<file path="src/rtl/ramped_gain_mixer_core_assert.svh">
// Assertion macros used by the module that checks its own behavior.
// Each macro expects a clock named clk and an active-high reset named rst.
`ifndef RAMPED_GAIN_MIXER_CORE_ASSERT_SVH
`define RAMPED_GAIN_MIXER_CORE_ASSERT_SVH

// The consequent must hold in the same cycle as the antecedent.
`define RGM_ASSERT_SAME(label, ante, cons) \
  label: assert property (@(posedge clk) disable iff (rst) (ante) |-> (cons)) \
    else $error("same-cycle check failed");

// The consequent must hold in the cycle after the antecedent.
`define RGM_ASSERT_NEXT(label, ante, cons) \
  label: assert property (@(posedge clk) disable iff (rst) (ante) |=> (cons)) \
    else $error("next-cycle check failed");

`endif

</file>
<file path="src/rtl/rgm_pkg.sv">
`timescale 1ns / 1ps
package rgm_pkg;

  localparam int BLOCK_LEN = 64;
  localparam int RAMP_LEN  = 256;

  localparam int SAMPLE_W  = 24;
  localparam int GAIN_W    = 16;
  localparam int USED_W    = 17;
  localparam int FRAC_BITS = 14;

  localparam logic [GAIN_W-1:0] UNITY_GAIN = GAIN_W'(1 << FRAC_BITS);

  localparam int SIB_W    = $clog2(BLOCK_LEN);
  localparam int POS_W    = $clog2(RAMP_LEN);
  localparam int NEXT_W   = $clog2(RAMP_LEN + 2 * BLOCK_LEN);
  localparam int IDX_W    = $clog2(RAMP_LEN + BLOCK_LEN);
  localparam int BLOCK_SH = $clog2(BLOCK_LEN);
  localparam int RAMP_SH  = $clog2(RAMP_LEN);

  // Gain difference, ramp product, shifted ramp term, gain, effective gain, sample product, scaled sample, sum.
  localparam int DIFF_W  = GAIN_W + 1;
  localparam int RPROD_W = DIFF_W + IDX_W + 1;
  localparam int SH_W    = RPROD_W - BLOCK_SH;
  localparam int G_W     = SH_W + 1;
  localparam int EFF_W   = G_W + 1;
  localparam int SPROD_W = SAMPLE_W + EFF_W;
  localparam int SCL_W   = SPROD_W - FRAC_BITS;
  localparam int SUM_W   = SCL_W + 1;

  localparam int CFG_IDX_W  = 1;
  localparam int CFG_DATA_W = 2;
  localparam logic [CFG_IDX_W-1:0] CFG_MIX_MODE  = CFG_IDX_W'(0);
  localparam logic [CFG_IDX_W-1:0] CFG_ONE_BLOCK = CFG_IDX_W'(1);

  typedef enum logic [1:0] {
    MODE_SCALE,
    MODE_ADD,
    MODE_ADD_INV,
    MODE_STEREO
  } mix_mode_t;

  typedef enum logic [1:0] {
    ST_IDLE,
    ST_GAIN,
    ST_MUL,
    ST_FIN
  } rgm_state_t;

  typedef struct packed {
    logic accept;
    logic gain;
    logic mul;
    logic fin;
  } rgm_cmd_t;

  typedef struct packed {
    logic out_stall;
  } rgm_status_t;

  function automatic logic signed [SAMPLE_W-1:0] sat_sample(
    input logic signed [SUM_W-1:0] v
  );
    logic signed [SUM_W-1:0] max_v;
    logic signed [SUM_W-1:0] min_v;
    max_v = SUM_W'((64'sd1 <<< (SAMPLE_W - 1)) - 64'sd1);
    min_v = SUM_W'(-(64'sd1 <<< (SAMPLE_W - 1)));
    if (v > max_v) begin
      return max_v[SAMPLE_W-1:0];
    end else if (v < min_v) begin
      return min_v[SAMPLE_W-1:0];
    end
    return v[SAMPLE_W-1:0];
  endfunction

endpackage

</file>
<file path="src/rtl/rgm_in_if.sv">
`timescale 1ns / 1ps
interface rgm_in_if;
  import rgm_pkg::*;

  logic                       valid;
  logic                       ready;
  logic signed [SAMPLE_W-1:0] sample;
  logic signed [SAMPLE_W-1:0] accum_left;
  logic signed [SAMPLE_W-1:0] accum_right;
  logic        [GAIN_W-1:0]   requested_gain;

  modport source (output valid, sample, accum_left, accum_right, requested_gain,
                  input ready);
  modport sink (input valid, sample, accum_left, accum_right, requested_gain,
                output ready);
endinterface

</file>
<file path="src/rtl/rgm_out_if.sv">
`timescale 1ns / 1ps
interface rgm_out_if;
  import rgm_pkg::*;

  logic                       valid;
  logic                       ready;
  logic signed [SAMPLE_W-1:0] out_left;
  logic signed [SAMPLE_W-1:0] out_right;
  logic signed [USED_W-1:0]   gain_used;
  logic                       ramping;

  modport source (output valid, out_left, out_right, gain_used, ramping,
                  input ready);
  modport sink (input valid, out_left, out_right, gain_used, ramping,
                output ready);
endinterface

</file>
<file path="src/rtl/rgm_ctrl.sv">
`timescale 1ns / 1ps
module rgm_ctrl (
  input  logic                 clk,
  input  logic                 rst,
  input  logic                 in_valid,
  output logic                 in_ready,
  input  rgm_pkg::rgm_status_t status,
  output rgm_pkg::rgm_cmd_t    cmd
);
  import rgm_pkg::*;

  rgm_state_t state;
  rgm_state_t state_next;

  always_ff @(posedge clk) begin
    if (rst) begin
      state <= ST_IDLE;
    end else begin
      state <= state_next;
    end
  end

  always_comb begin
    state_next = state;
    case (state)
      ST_IDLE: begin
        if (in_valid) state_next = ST_GAIN;
      end
      ST_GAIN: state_next = ST_MUL;
      ST_MUL:  state_next = ST_FIN;
      ST_FIN: begin
        if (!status.out_stall) state_next = ST_IDLE;
      end
      default: state_next = ST_IDLE;
    endcase
  end

  // The input side stays closed while reset is held, so nothing is taken in
  // that the datapath would then drop.
  always_comb begin
    in_ready   = 1'b0;
    cmd        = '0;
    case (state)
      ST_IDLE: begin
        in_ready   = !rst;
        cmd.accept = in_valid && !rst;
      end
      ST_GAIN: cmd.gain = 1'b1;
      ST_MUL:  cmd.mul = 1'b1;
      ST_FIN:  cmd.fin = !status.out_stall;
      default: begin
        in_ready = 1'b0;
      end
    endcase
  end

endmodule

</file>
<file path="src/rtl/rgm_datapath.sv">
`timescale 1ns / 1ps
module rgm_datapath (
  input  logic                                clk,
  input  logic                                rst,
  input  rgm_pkg::rgm_cmd_t                   cmd,
  output rgm_pkg::rgm_status_t                status,
  input  logic                                cfg_we,
  input  logic [rgm_pkg::CFG_IDX_W-1:0]       cfg_index,
  input  logic [rgm_pkg::CFG_DATA_W-1:0]      cfg_data,
  input  logic signed [rgm_pkg::SAMPLE_W-1:0] sample,
  input  logic signed [rgm_pkg::SAMPLE_W-1:0] accum_left,
  input  logic signed [rgm_pkg::SAMPLE_W-1:0] accum_right,
  input  logic [rgm_pkg::GAIN_W-1:0]          requested_gain,
  output logic                                out_valid,
  input  logic                                out_ready,
  output logic signed [rgm_pkg::SAMPLE_W-1:0] out_left,
  output logic signed [rgm_pkg::SAMPLE_W-1:0] out_right,
  output logic signed [rgm_pkg::USED_W-1:0]   gain_used,
  output logic                                ramping
);
  import rgm_pkg::*;

  // Configuration.
  mix_mode_t mix_mode;
  logic      one_block_ramp;

  // Ramp state.
  logic [GAIN_W-1:0] settled_gain;
  logic [GAIN_W-1:0] ramp_target;
  logic [GAIN_W-1:0] ramp_start;
  logic [POS_W-1:0]  ramp_base;
  logic [POS_W-1:0]  ramp_position;
  logic [SIB_W-1:0]  sample_in_block;
  logic              smoothing_active;

  // Per-item registers.
  logic signed [SAMPLE_W-1:0] smp_r;
  logic signed [SAMPLE_W-1:0] accl_r;
  logic signed [SAMPLE_W-1:0] accr_r;
  logic signed [RPROD_W-1:0]  rprod;
  logic signed [SPROD_W-1:0]  sprod;
  logic signed [EFF_W-1:0]    eff_r;
  logic                       flat_zero_r;

  // Block-start decision.
  logic              block_start;
  logic              hold_flat;
  logic [POS_W-1:0]  base_sel;
  logic [NEXT_W-1:0] next_pos;
  logic [NEXT_W-1:0] ramp_len_sel;
  logic              ramp_ends;

  always_comb begin
    block_start  = (sample_in_block == '0);
    hold_flat    = (settled_gain == requested_gain) && (ramp_position == '0);
    base_sel     = one_block_ramp ? '0 : ramp_position;
    next_pos     = NEXT_W'(base_sel) + NEXT_W'(BLOCK_LEN);
    ramp_len_sel = one_block_ramp ? NEXT_W'(BLOCK_LEN) : NEXT_W'(RAMP_LEN);
    ramp_ends    = (next_pos >= ramp_len_sel);
  end

  always_ff @(posedge clk) begin
    if (rst) begin
      mix_mode         <= MODE_SCALE;
      one_block_ramp   <= 1'b0;
      settled_gain     <= UNITY_GAIN;
      ramp_target      <= UNITY_GAIN;
      ramp_start       <= UNITY_GAIN;
      ramp_base        <= '0;
      ramp_position    <= '0;
      sample_in_block  <= '0;
      smoothing_active <= 1'b0;
    end else begin
      if (cfg_we) begin
        case (cfg_index)
          CFG_MIX_MODE:  mix_mode <= mix_mode_t'(cfg_data);
          CFG_ONE_BLOCK: one_block_ramp <= cfg_data[0];
          default: ;
        endcase
      end
      if (cmd.accept && block_start) begin
        if (hold_flat) begin
          smoothing_active <= 1'b0;
        end else begin
          smoothing_active <= 1'b1;
          if (ramp_position == '0) begin
            ramp_target <= requested_gain;
            ramp_start  <= settled_gain;
          end
          ramp_base <= base_sel;
          if (ramp_ends) begin
            settled_gain  <= (ramp_position == '0) ? requested_gain : ramp_target;
            ramp_position <= '0;
          end else begin
            ramp_position <= next_pos[POS_W-1:0];
          end
        end
      end
      if (cmd.fin) begin
        if (sample_in_block == SIB_W'(BLOCK_LEN - 1)) begin
          sample_in_block <= '0;
        end else begin
          sample_in_block <= sample_in_block + SIB_W'(1);
        end
      end
    end
  end

  // Ramp multiply: (target - start) times the ramp index.
  logic signed [DIFF_W-1:0] diff;
  logic        [IDX_W-1:0]  ramp_idx;

  always_comb begin
    diff     = $signed({1'b0, ramp_target}) - $signed({1'b0, ramp_start});
    ramp_idx = IDX_W'(ramp_base) + IDX_W'(sample_in_block);
  end

  // Gain and sample multiply.
  logic signed [RPROD_W-1:0] rshift;
  logic signed [G_W-1:0]     gain_cur;
  logic signed [EFF_W-1:0]   eff;
  logic                      flat_zero;

  always_comb begin
    rshift   = one_block_ramp ? (rprod >>> BLOCK_SH) : (rprod >>> RAMP_SH);
    if (smoothing_active) begin
      gain_cur = $signed(G_W'({1'b0, ramp_start})) + G_W'($signed(rshift[SH_W-1:0]));
    end else begin
      gain_cur = $signed(G_W'({1'b0, settled_gain}));
    end
    if (mix_mode == MODE_ADD_INV) begin
      eff = $signed(EFF_W'({1'b0, UNITY_GAIN})) - EFF_W'(gain_cur);
    end else begin
      eff = EFF_W'(gain_cur);
    end
    flat_zero = !smoothing_active && (mix_mode != MODE_SCALE) && (eff <= 0);
  end

  // Final scaling, accumulate and saturate.
  logic signed [SPROD_W-1:0] sshift;
  logic signed [SCL_W-1:0]   scl;
  logic signed [SCL_W-1:0]   addend;
  logic signed [SUM_W-1:0]   sum_l;
  logic signed [SUM_W-1:0]   sum_r;

  always_comb begin
    sshift = sprod >>> FRAC_BITS;
    scl    = sshift[SCL_W-1:0];
    addend = flat_zero_r ? '0 : scl;
    if (mix_mode == MODE_SCALE) begin
      sum_l = SUM_W'(scl);
    end else begin
      sum_l = SUM_W'(accl_r) + SUM_W'(addend);
    end
    if (mix_mode == MODE_STEREO) begin
      sum_r = SUM_W'(accr_r) + SUM_W'(addend);
    end else begin
      sum_r = SUM_W'(accr_r);
    end
  end

  always_ff @(posedge clk) begin
    if (cmd.accept) begin
      smp_r  <= sample;
      accl_r <= accum_left;
      accr_r <= accum_right;
    end
    if (cmd.gain) begin
      rprod <= diff * $signed({1'b0, ramp_idx});
    end
    if (cmd.mul) begin
      sprod       <= smp_r * eff;
      eff_r       <= eff;
      flat_zero_r <= flat_zero;
    end
    if (cmd.fin) begin
      out_left  <= sat_sample(sum_l);
      out_right <= sat_sample(sum_r);
      gain_used <= flat_zero_r ? '0 : eff_r[USED_W-1:0];
      ramping   <= smoothing_active;
    end
  end

  always_ff @(posedge clk) begin
    if (rst) begin
      out_valid <= 1'b0;
    end else if (cmd.fin) begin
      out_valid <= 1'b1;
    end else if (out_ready) begin
      out_valid <= 1'b0;
    end
  end

  assign status.out_stall = out_valid && !out_ready;

endmodule

</file>
<file path="src/rtl/ramped_gain_mixer_core.sv">
`timescale 1ns / 1ps
// Ramped gain mixer. Each input transaction carries one signed 24-bit sample,
// two accumulator samples and a requested Q2.14 gain; each produces exactly
// one output transaction. Transactions are grouped in blocks of BLOCK_LEN;
// the requested gain is only looked at on the first sample of a block, where
// the block either stays flat at the settled gain or starts or continues a
// linear ramp toward the target, over one block or over RAMP_LEN samples.
// An item passes through acceptance with the block-start update, the ramp
// multiply, the sample multiply, and the saturating add into the output
// register, in that order. The controller takes one item at a time, so a
// new input transaction is accepted only after the last item is loaded into
// the output register, where a finished result waits while the next input
// transaction is accepted. The user must write configuration (mix mode at
// index 0, one-block ramp at index 1) through cfg_we/cfg_index/cfg_data only
// while no item is in flight; the block itself does not enforce this.
module ramped_gain_mixer_core (
  input  logic                              clk,
  input  logic                              rst,
  input  logic                              cfg_we,
  input  logic [rgm_pkg::CFG_IDX_W-1:0]     cfg_index,
  input  logic [rgm_pkg::CFG_DATA_W-1:0]    cfg_data,
  rgm_in_if.sink                            din,
  rgm_out_if.source                         dout
);
  import rgm_pkg::*;

  rgm_cmd_t    cmd;
  rgm_status_t status;

  // The controller sequences one item through the datapath stages and
  // holds the last stage while the output register is still occupied.
  rgm_ctrl u_ctrl (
    .clk      (clk),
    .rst      (rst),
    .in_valid (din.valid),
    .in_ready (din.ready),
    .status   (status),
    .cmd      (cmd)
  );

  // The datapath owns the configuration, the ramp state and the output
  // register; its item steps follow the controller's commands, configuration writes follow cfg_we.
  rgm_datapath u_dp (
    .clk            (clk),
    .rst            (rst),
    .cmd            (cmd),
    .status         (status),
    .cfg_we         (cfg_we),
    .cfg_index      (cfg_index),
    .cfg_data       (cfg_data),
    .sample         (din.sample),
    .accum_left     (din.accum_left),
    .accum_right    (din.accum_right),
    .requested_gain (din.requested_gain),
    .out_valid      (dout.valid),
    .out_ready      (dout.ready),
    .out_left       (dout.out_left),
    .out_right      (dout.out_right),
    .gain_used      (dout.gain_used),
    .ramping        (dout.ramping)
  );

  `include "ramped_gain_mixer_core_assert.svh"

  // Only one item is in flight: after an accept the input side closes.
  `RGM_ASSERT_NEXT(a_one_in_flight, din.valid && din.ready, !din.ready && cmd.gain)
  // The ramp multiply is always followed by the sample multiply.
  `RGM_ASSERT_NEXT(a_gain_then_mul, cmd.gain, cmd.mul)
  // Loading the result register always presents a result.
  `RGM_ASSERT_NEXT(a_fin_presents, cmd.fin, dout.valid)
  // The result register is never overwritten while a result waits.
  `RGM_ASSERT_SAME(a_no_overwrite, cmd.fin, !(dout.valid && !dout.ready))

endmodule
</file>
<file path="src/flat_wrapper.sv">
// flat-port wrapper written by rule: the top's interface ports become plain ports
module ramped_gain_mixer_core_flat import rgm_pkg::*;
  (clk, rst, cfg_we, cfg_index, cfg_data, din_valid, din_sample, din_accum_left, din_accum_right, din_requested_gain, din_ready, dout_valid, dout_out_left, dout_out_right, dout_gain_used, dout_ramping, dout_ready);
  rgm_in_if din_i ();
  rgm_out_if dout_i ();
  input  logic clk;
  input  logic rst;
  input  logic cfg_we;
  input  logic [rgm_pkg::CFG_IDX_W-1:0] cfg_index;
  input  logic [rgm_pkg::CFG_DATA_W-1:0] cfg_data;
  input wire logic [$bits(din_i.valid)-1:0] din_valid;
  input wire logic [$bits(din_i.sample)-1:0] din_sample;
  input wire logic [$bits(din_i.accum_left)-1:0] din_accum_left;
  input wire logic [$bits(din_i.accum_right)-1:0] din_accum_right;
  input wire logic [$bits(din_i.requested_gain)-1:0] din_requested_gain;
  output wire logic [$bits(din_i.ready)-1:0] din_ready;
  output wire logic [$bits(dout_i.valid)-1:0] dout_valid;
  output wire logic [$bits(dout_i.out_left)-1:0] dout_out_left;
  output wire logic [$bits(dout_i.out_right)-1:0] dout_out_right;
  output wire logic [$bits(dout_i.gain_used)-1:0] dout_gain_used;
  output wire logic [$bits(dout_i.ramping)-1:0] dout_ramping;
  input wire logic [$bits(dout_i.ready)-1:0] dout_ready;
  assign din_i.valid = din_valid;
  assign din_i.sample = din_sample;
  assign din_i.accum_left = din_accum_left;
  assign din_i.accum_right = din_accum_right;
  assign din_i.requested_gain = din_requested_gain;
  assign din_ready = din_i.ready;
  assign dout_valid = dout_i.valid;
  assign dout_out_left = dout_i.out_left;
  assign dout_out_right = dout_i.out_right;
  assign dout_gain_used = dout_i.gain_used;
  assign dout_ramping = dout_i.ramping;
  assign dout_i.ready = dout_ready;
  ramped_gain_mixer_core u_core (.clk(clk), .rst(rst), .cfg_we(cfg_we), .cfg_index(cfg_index), .cfg_data(cfg_data), .din(din_i), .dout(dout_i));
endmodule
</file>
<file path="config.mk">
export PLATFORM = sky130hd
export DESIGN_NAME = ramped_gain_mixer_core_flat
export DESIGN_NICKNAME = d
export VERILOG_FILES = /design/src/rtl/rgm_pkg.sv /design/src/rtl/rgm_in_if.sv /design/src/rtl/rgm_out_if.sv /design/src/rtl/rgm_ctrl.sv /design/src/rtl/rgm_datapath.sv /design/src/rtl/ramped_gain_mixer_core.sv /design/src/flat_wrapper.sv
export VERILOG_INCLUDE_DIRS = /design/src /design/src/rtl
export SDC_FILE = /design/constraint.sdc
export NUM_CORES = 2
export LEC_CHECK = 0
export BUFFER_PORTS_ARGS = -buffer_cell sky130_fd_sc_hd__buf_2
export CAP_MARGIN = 10
export CORE_UTILIZATION = 50
export DETAILED_ROUTE_END_ITERATION = 8
export HOLD_SLACK_MARGIN = 0.08
export PLACE_DENSITY = 0.77
export SYNTH_ARGS = -nofsm -noshare
export SYNTH_HDL_FRONTEND = slang
export SYNTH_SLANG_ARGS = --single-unit
</file>
<file path="constraint.sdc">
create_clock -name clk -period 11.25 [get_ports clk]
set_input_delay 2.25 -clock clk [delete_from_list [all_inputs] [get_ports clk]]
set_output_delay 2.25 -clock clk [all_outputs]
set_load 0.1 [all_outputs]
</file>
# After elaboration in Yosys (flattened, before gate mapping)
# Index checks and enable logic that the tools add are counted.
[classes]
n_mul = 2
div = 0
addsub = 8
reduce_logical = 22
eq_ne = 9
muxes = 34
shift = 0
bitwise_logic = 2
magnitude_cmp = 6
[ops]
columns = ["operator", "n"]
rows = [
  ["24-bit 2-to-1 mux", 6],
  ["24-bit by 33-bit adder with 34-bit output", 2],
  ["34-bit by 24-bit > comparator with 1-bit output (second input constant)", 2],
  ["34-bit by 24-bit less-than comparator with 1-bit output (second input constant)", 2],
  ["34-bit 2-to-1 mux", 2],
  ["24-bit by 23-bit multiplier with 47-bit output", 1],
  ["33-bit 2-to-1 mux", 1],
  ["17-bit by 10-bit multiplier with 27-bit output", 1],
  ["23-bit by 1-bit <= comparator with 1-bit output (second input constant)", 1],
  ["23-bit 2-to-1 mux", 1],
  ["16-bit by 22-bit subtractor with 23-bit output (first input constant)", 1],
  ["17-bit by 21-bit adder with 22-bit output", 1],
  ["22-bit 2-to-1 mux", 1],
  ["20-bit 2-to-1 mux", 1],
  ["16-bit by 16-bit subtractor with 17-bit output", 1],
  ["16-bit equality test", 1],
  ["16-bit 2-to-1 mux", 1],
  ["8-bit 2-to-1 mux", 2],
  ["1-bit 2-to-1 mux", 14],
  ["8-bit by 6-bit adder with 9-bit output", 1],
  ["8-bit by 7-bit adder with 9-bit output (second input constant)", 1],
  ["9-bit >= comparator", 1],
  ["9-bit 2-to-1 mux", 1],
  ["2-bit equality test (second input constant)", 4],
  ["other kinds (16)", 33],
]
[word_totals]
latchBits = 0
ramBits = 0
mem_count = 0
elab_cells = 105
out_inout_bits = 68
regBits = 307
romBits = 0

# Logic depth before layout (Yosys ltp)
[depth]
ltp_word = 8
mapped_depth = 43
mapped_depth_nobuf = 39

# By module
# Synthesis repeated with hierarchy kept, for this count alone.
[hier_totals]
cells_unflattened = 4464
area_unflattened_um2 = 42011.5
[by_module_without_submodules]
columns = ["module", "cells_per_inst", "seq_area_each_um2", "instances", "area_each_um2"]
rows = [
  ["rgm_datapath", 4444, 7807.5, 1, 41817.6],
  ["rgm_ctrl", 20, 40.0, 1, 193.9],
]

# Least setup slack after synthesis
# OpenSTA, ideal clock, no wires.
[synth_timing]
path_kind = "reg2reg"
startpoint = "reg u_core.u_dp.one_block_ramp"
endpoint = "reg u_core.u_dp.sprod[44] (data pin)"
period_less_slack_ns = 10.705
path_stages_with_launch = 41
t_arrival_ns = 10.445
path_slack_ns = 0.545
n_path_buf = 4
path_cell_list = "dfxtp_1 -> clkbuf_1 -> clkbuf_1 -> buf_1 -> mux2_2 -> ha_1 -> fa_1 -> a21o_1 -> a211oi_1 -> o22a_1 -> nand2_1 -> nand4b_1 -> or4_1 -> o31ai_1 -> xor2_1 -> buf_2 -> nand2_1 -> fa_1 -> [5 not listed] -> inv_1 -> fa_1 -> inv_1 -> fa_1 -> inv_1 -> fa_1 -> ha_1 -> nand4_1 -> a211oi_1 -> and3_1 -> nand3_1 -> a21oi_1 -> o21ai_1 -> o21ai_2 -> a31oi_2 -> o311ai_1 -> a31o_2 -> xor2_1"
[synth_between]
elab_chain_len = 6
[synth_lines]
columns = ["element", "line_no", "rtl"]
rows = [
  ["start: declaration", "rgm_datapath.sv:25", "logic one_block_ramp;"],
  ["start signal: assignment", "rgm_datapath.sv:77", "CFG_ONE_BLOCK: one_block_ramp <= cfg_data[0];"],
  ["20-bit 2-to-1 mux *", "rgm_datapath.sv:125", "rshift = one_block_ramp ? (rprod >>> BLOCK_SH) : (rprod >>> RAMP_SH);"],
  ["17-bit by 21-bit adder with 22-bit output *", "rgm_datapath.sv:127", "gain_cur = $signed(G_W'({1'b0, ramp_start})) + G_W'($signed(rshift[SH_W-1:0]));"],
  ["22-bit 2-to-1 mux *", "rgm_datapath.sv:126", "if (smoothing_active) begin"],
  ["16-bit by 22-bit subtractor with 23-bit output", "rgm_datapath.sv:132", "eff = $signed(EFF_W'({1'b0, UNITY_GAIN})) - EFF_W'(gain_cur);"],
  ["23-bit 2-to-1 mux *", "rgm_datapath.sv:131", "if (mix_mode == MODE_ADD_INV) begin"],
  ["via u_core.u_dp.eff[12]", "rgm_datapath.sv:121", "logic signed [EFF_W-1:0] eff;"],
  ["24-bit by 23-bit multiplier with 47-bit output *", "rgm_datapath.sv:172", "sprod <= smp_r * eff;"],
  ["end signal: assignment", "rgm_datapath.sv:172", ""],
  ["end: declaration", "rgm_datapath.sv:41", "logic signed [SPROD_W-1:0] sprod;"],
]
# Mark *: on every way through the listed nets, which the timed path passes. The rest lies on a longest branch.
# A chain may end at the register's enable or synchronous reset.

# Final worst setup path
[layout_timing]
startpoint = "reg u_core.u_dp.one_block_ramp"
endpoint = "reg u_core.u_dp.sprod[44] (data pin)"
[layout_between]
elab_chain_len = 6
[layout_lines]
columns = ["element", "line_no"]
rows = [
  ["20-bit 2-to-1 mux *", "rgm_datapath.sv:125"],
  ["17-bit by 21-bit adder with 22-bit output *", "rgm_datapath.sv:127"],
  ["22-bit 2-to-1 mux *", "rgm_datapath.sv:126"],
  ["16-bit by 22-bit subtractor with 23-bit output", "rgm_datapath.sv:132"],
  ["23-bit 2-to-1 mux *", "rgm_datapath.sv:131"],
  ["24-bit by 23-bit multiplier with 47-bit output *", "rgm_datapath.sv:172"],
]
# Every way passes the cells marked *; elsewhere a longest branch is shown, timed or not.

==> flow_metrics.env <==
export IMPL_timing_final_crit_period_ns=10.60
export IMPL_maxSlewViolCount=0
export IMPL_yosys_area_share_simple_pct=15.2
export IMPL_syn_inst=4531
export IMPL_vias=31985
export IMPL_postCtsHoldBufs=0
export IMPL_drv_cap=0
export IMPL_grt_pass1_vias=33598
export IMPL_synthMuxAreaShare_pct=1.33
export IMPL_grt_pass1_wl_um=179000
export IMPL_crit_path_start_kind="flip-flop"
export IMPL_viasPerCell=5.53
export IMPL_clk_pin_slew_worst_paths_ns=0.06
export IMPL_cts_tree="built"
export IMPL_hpwl_um=89100
export IMPL_yosysTopAreaCell="fa_1"
export IMPL_maxSlewHeadroom_pct=19.6
export IMPL_rsz0062_at_grt="false"
export IMPL_drc=0
export IMPL_clock_skew_ns=0.0367
export IMPL_firstDrtPassIters=6
export IMPL_synth_top_family_by_area="adder cells"
export IMPL_synthTopCellsByCount="849 x inv_1, 718 x fa_1, 580 x nand2_1"
export IMPL_yosys_warnings=0
export IMPL_synth_compound_area_share_pct=9.36
export IMPL_port_buffers=163
export IMPL_clkSinkCount=287
export IMPL_drt_met1_wl_um=43900
export IMPL_grt_util_all_layers_pct=26.4
export IMPL_setup_viol_count_final=0
export IMPL_fin_crit_sh_pct=94.2
export IMPL_dieWidth_um=293
export IMPL_synth_most_common_cell="inv_1"
export IMPL_clk_path_buf_depth=3
export IMPL_netlist_area_mm2=0.0424
export IMPL_synth_avg_cell_area_um2=9.37
export IMPL_area_growth_pct=8.35
export IMPL_synth_area_leaders="fa_1 34%, edfxtp_1 15%, ha_1 8.7%, inv_1 7.5%, nand2_1 5.1%"
export IMPL_antenna_cells=0
export IMPL_cts_max_level=2
export IMPL_outcome="complete, no violations"
export IMPL_dp_worst_setup_slack_ns=0.339
export IMPL_ys_flop_type="edfxtp_1"
export IMPL_cpPeakStageDelay_ns=0.55
export IMPL_dr_first_iter_drc_count=2326
export IMPL_cp_required_ns=11.56
export IMPL_clk_latency_ns=0.58
export IMPL_crit_slowest_cell="or4_1"
export IMPL_multi_input_area_mm2=0.0310
export IMPL_synthesis_nets=5639
export IMPL_top_layer_used="met5"
export IMPL_layout_drive_gt1_share_pct=8.81
export IMPL_critPathMaxFanout=34
export IMPL_async_flop_share_pct=0
export IMPL_route_met3_wl_um=9990
export IMPL_overflow=0
export IMPL_ys_seq_area_share_pct=18.5
export IMPL_hold_violations=0
export IMPL_yosys_register_bits=287
export IMPL_synth_distinct_cells=98
export IMPL_worst_slack_ns=0.650
export IMPL_tightest_slew_ns=1.21
export IMPL_dieHeight_um=293
export IMPL_cp_common_cell="fa_1"
export IMPL_min_path_type="flip-flop to flip-flop"
export IMPL_wl_met2_um=53000
export IMPL_wl_um=111000
export IMPL_synth_edf_count=210
export IMPL_routabilityCongestion=0.962
export IMPL_drtAntennaViolNets=0
export IMPL_cts_inserted_buffers=36
export IMPL_setup_worst_path_class="flip-flop to flip-flop"
export IMPL_clock_tree_root_cell="clkbuf_16"
export IMPL_yosys_area_share_adder_pct=42.5
export IMPL_synth_xor_area_share_pct=3.88
export IMPL_fillCellCount=7296
export IMPL_grt_max_degree=66
export IMPL_fin_setup_tns_ns=0
export IMPL_critPathCaptureType="flip-flop"
export IMPL_core_mm2=0.0838
export IMPL_grt_antenna_before_repair=2
export IMPL_ioPinCount=164
export IMPL_cp_data_arrival_time_ns=10.91
export IMPL_max_freq_mhz=94.3
export IMPL_synth_top_cell_area_share_pct=33.9
export IMPL_die_area_mm2=0.0861
export IMPL_start_util_pct=50.6
export IMPL_seqCellArea_mm2=0.00785
export IMPL_avgRoutedWirePerCell_um=19.2
export IMPL_rows=106
export IMPL_final_nets=5735
## metrics by stage
| stage | utilization, % | std cells | hold WS (ns) | cell area [um2] |
|---|---|---|---|---|
| 3_3_place_gp | 53.3 | 5721 | 0.457 | 44700 |
| 3_5_place_dp | 53.3 | 5721 | 0.464 | 44700 |
| 6_report | 54.9 | 5789 | 0.479 | 46000 |
| 4_1_cts | 54.7 | 5787 | 0.472 | 45900 |
| 2_1_floorplan | - | 4531 | 0.403 | 42400 |
| 5_1_grt | 54.9 | 5789 | 0.500 | 46000 |
## final timing paths
check             cells past startpoint  slack (ns)                  endpoint                        from
setup / recovery                     36        0.65     u_core.u_dp.sprod[44]  u_core.u_dp.one_block_ramp
hold / removal                        2        0.48  u_core.u_dp.ramp_base[5]    u_core.u_dp.ramp_base[5]
setup reg to reg                     36        0.65     u_core.u_dp.sprod[44]  u_core.u_dp.one_block_ramp
hold reg to reg                       2        0.48  u_core.u_dp.ramp_base[5]    u_core.u_dp.ramp_base[5]
## logic make-up after synthesis
group	count (synthesis)
AO/OA/AOI/OAI	603
XOR/XNOR	187
adder cells (fa/ha/maj)	1012
buffers and inverters	1029
flip-flops	287
multiplexers	54
AND/OR/NAND/NOR	1359
## registers in the layout (all words and copies together), names as in the netlist, 21 cells and up
register,cells
u_core.u_dp.out_left,24
u_core.u_dp.accl_r,24
u_core.u_dp.rprod,21
u_core.u_dp.smp_r,24
u_core.u_dp.accr_r,24
u_core.u_dp.out_right,24
u_core.u_dp.sprod,33
## routing by layer
layer / up-vias / GRT usage, %
li1: 14480 / -
met1: 15821 / 34.1
met2: 1424 / 44.5
met3: 256 / 4.92
met4: 4 / 9.31
met5: - / 0
## cell type report
type	count	area share [%]
Clock buffer	40	1.99
Timing Repair Buffer	236	3.00
Inverter	851	6.95
Clock inverter	26	0.609
Tap cell	1134	3.09
Sequential cell	287	17.1
Multi-Input combinational cell	3215	67.3
## cells in the final DEF, fill, tap and decap left out, types with 19 or more instances in the layout
master     Yosys  routed
inv_1        849     849
fa_1         718     718
nand2_1      580     580
ha_1         294     293
nor2_1       243     242
edfxtp_1     210     210
a21oi_1      193     191
buf_2         24     163
and2_1       156     155
nor2b_1      115     113
o21ai_0      104     103
xnor2_1      109     101
dfxtp_1       77      77
buf_4          1      71
xor2_1        77      66
a21o_1        59      59
nor3_1        45      43
nand2b_1      36      36
clkbuf_16      0      36
nand3_1       34      34
mux2i_1       34      32
o21a_1        28      28
nand3b_1      25      25
a211oi_1      25      24
o21ai_2       22      23
o21ai_1       21      21
or3_1         20      20
nor4_1        22      20
nand4_1       20      20
a31oi_1       19      19
o31ai_1       20      19
mux2_2        19      19
## repair_timing
action / 4_1_cts / 5_1_grt
buffers inserted: 0 / 1
resized for setup: 0 / 12
endpoints found under the hold margin: 0 / 0
setup endpoints to repair: 0 / 11
## critical path: cells and delay by family (launching register included)
| family | cells | cell delay (ns) |
|---|---|---|
| flops | 1 | 0.35 |
| compound gates | 11 | 2.80 |
| simple gates | 5 | 1.00 |
| buf+inv | 7 | 0.78 |
| fa+ha+maj | 9 | 4.15 |
| mux | 1 | 0.40 |
| xor+xnor | 3 | 0.82 |
Power is not shown: default switching activity piles up to over one toggle a cycle in this logic, so the estimate is an artifact.
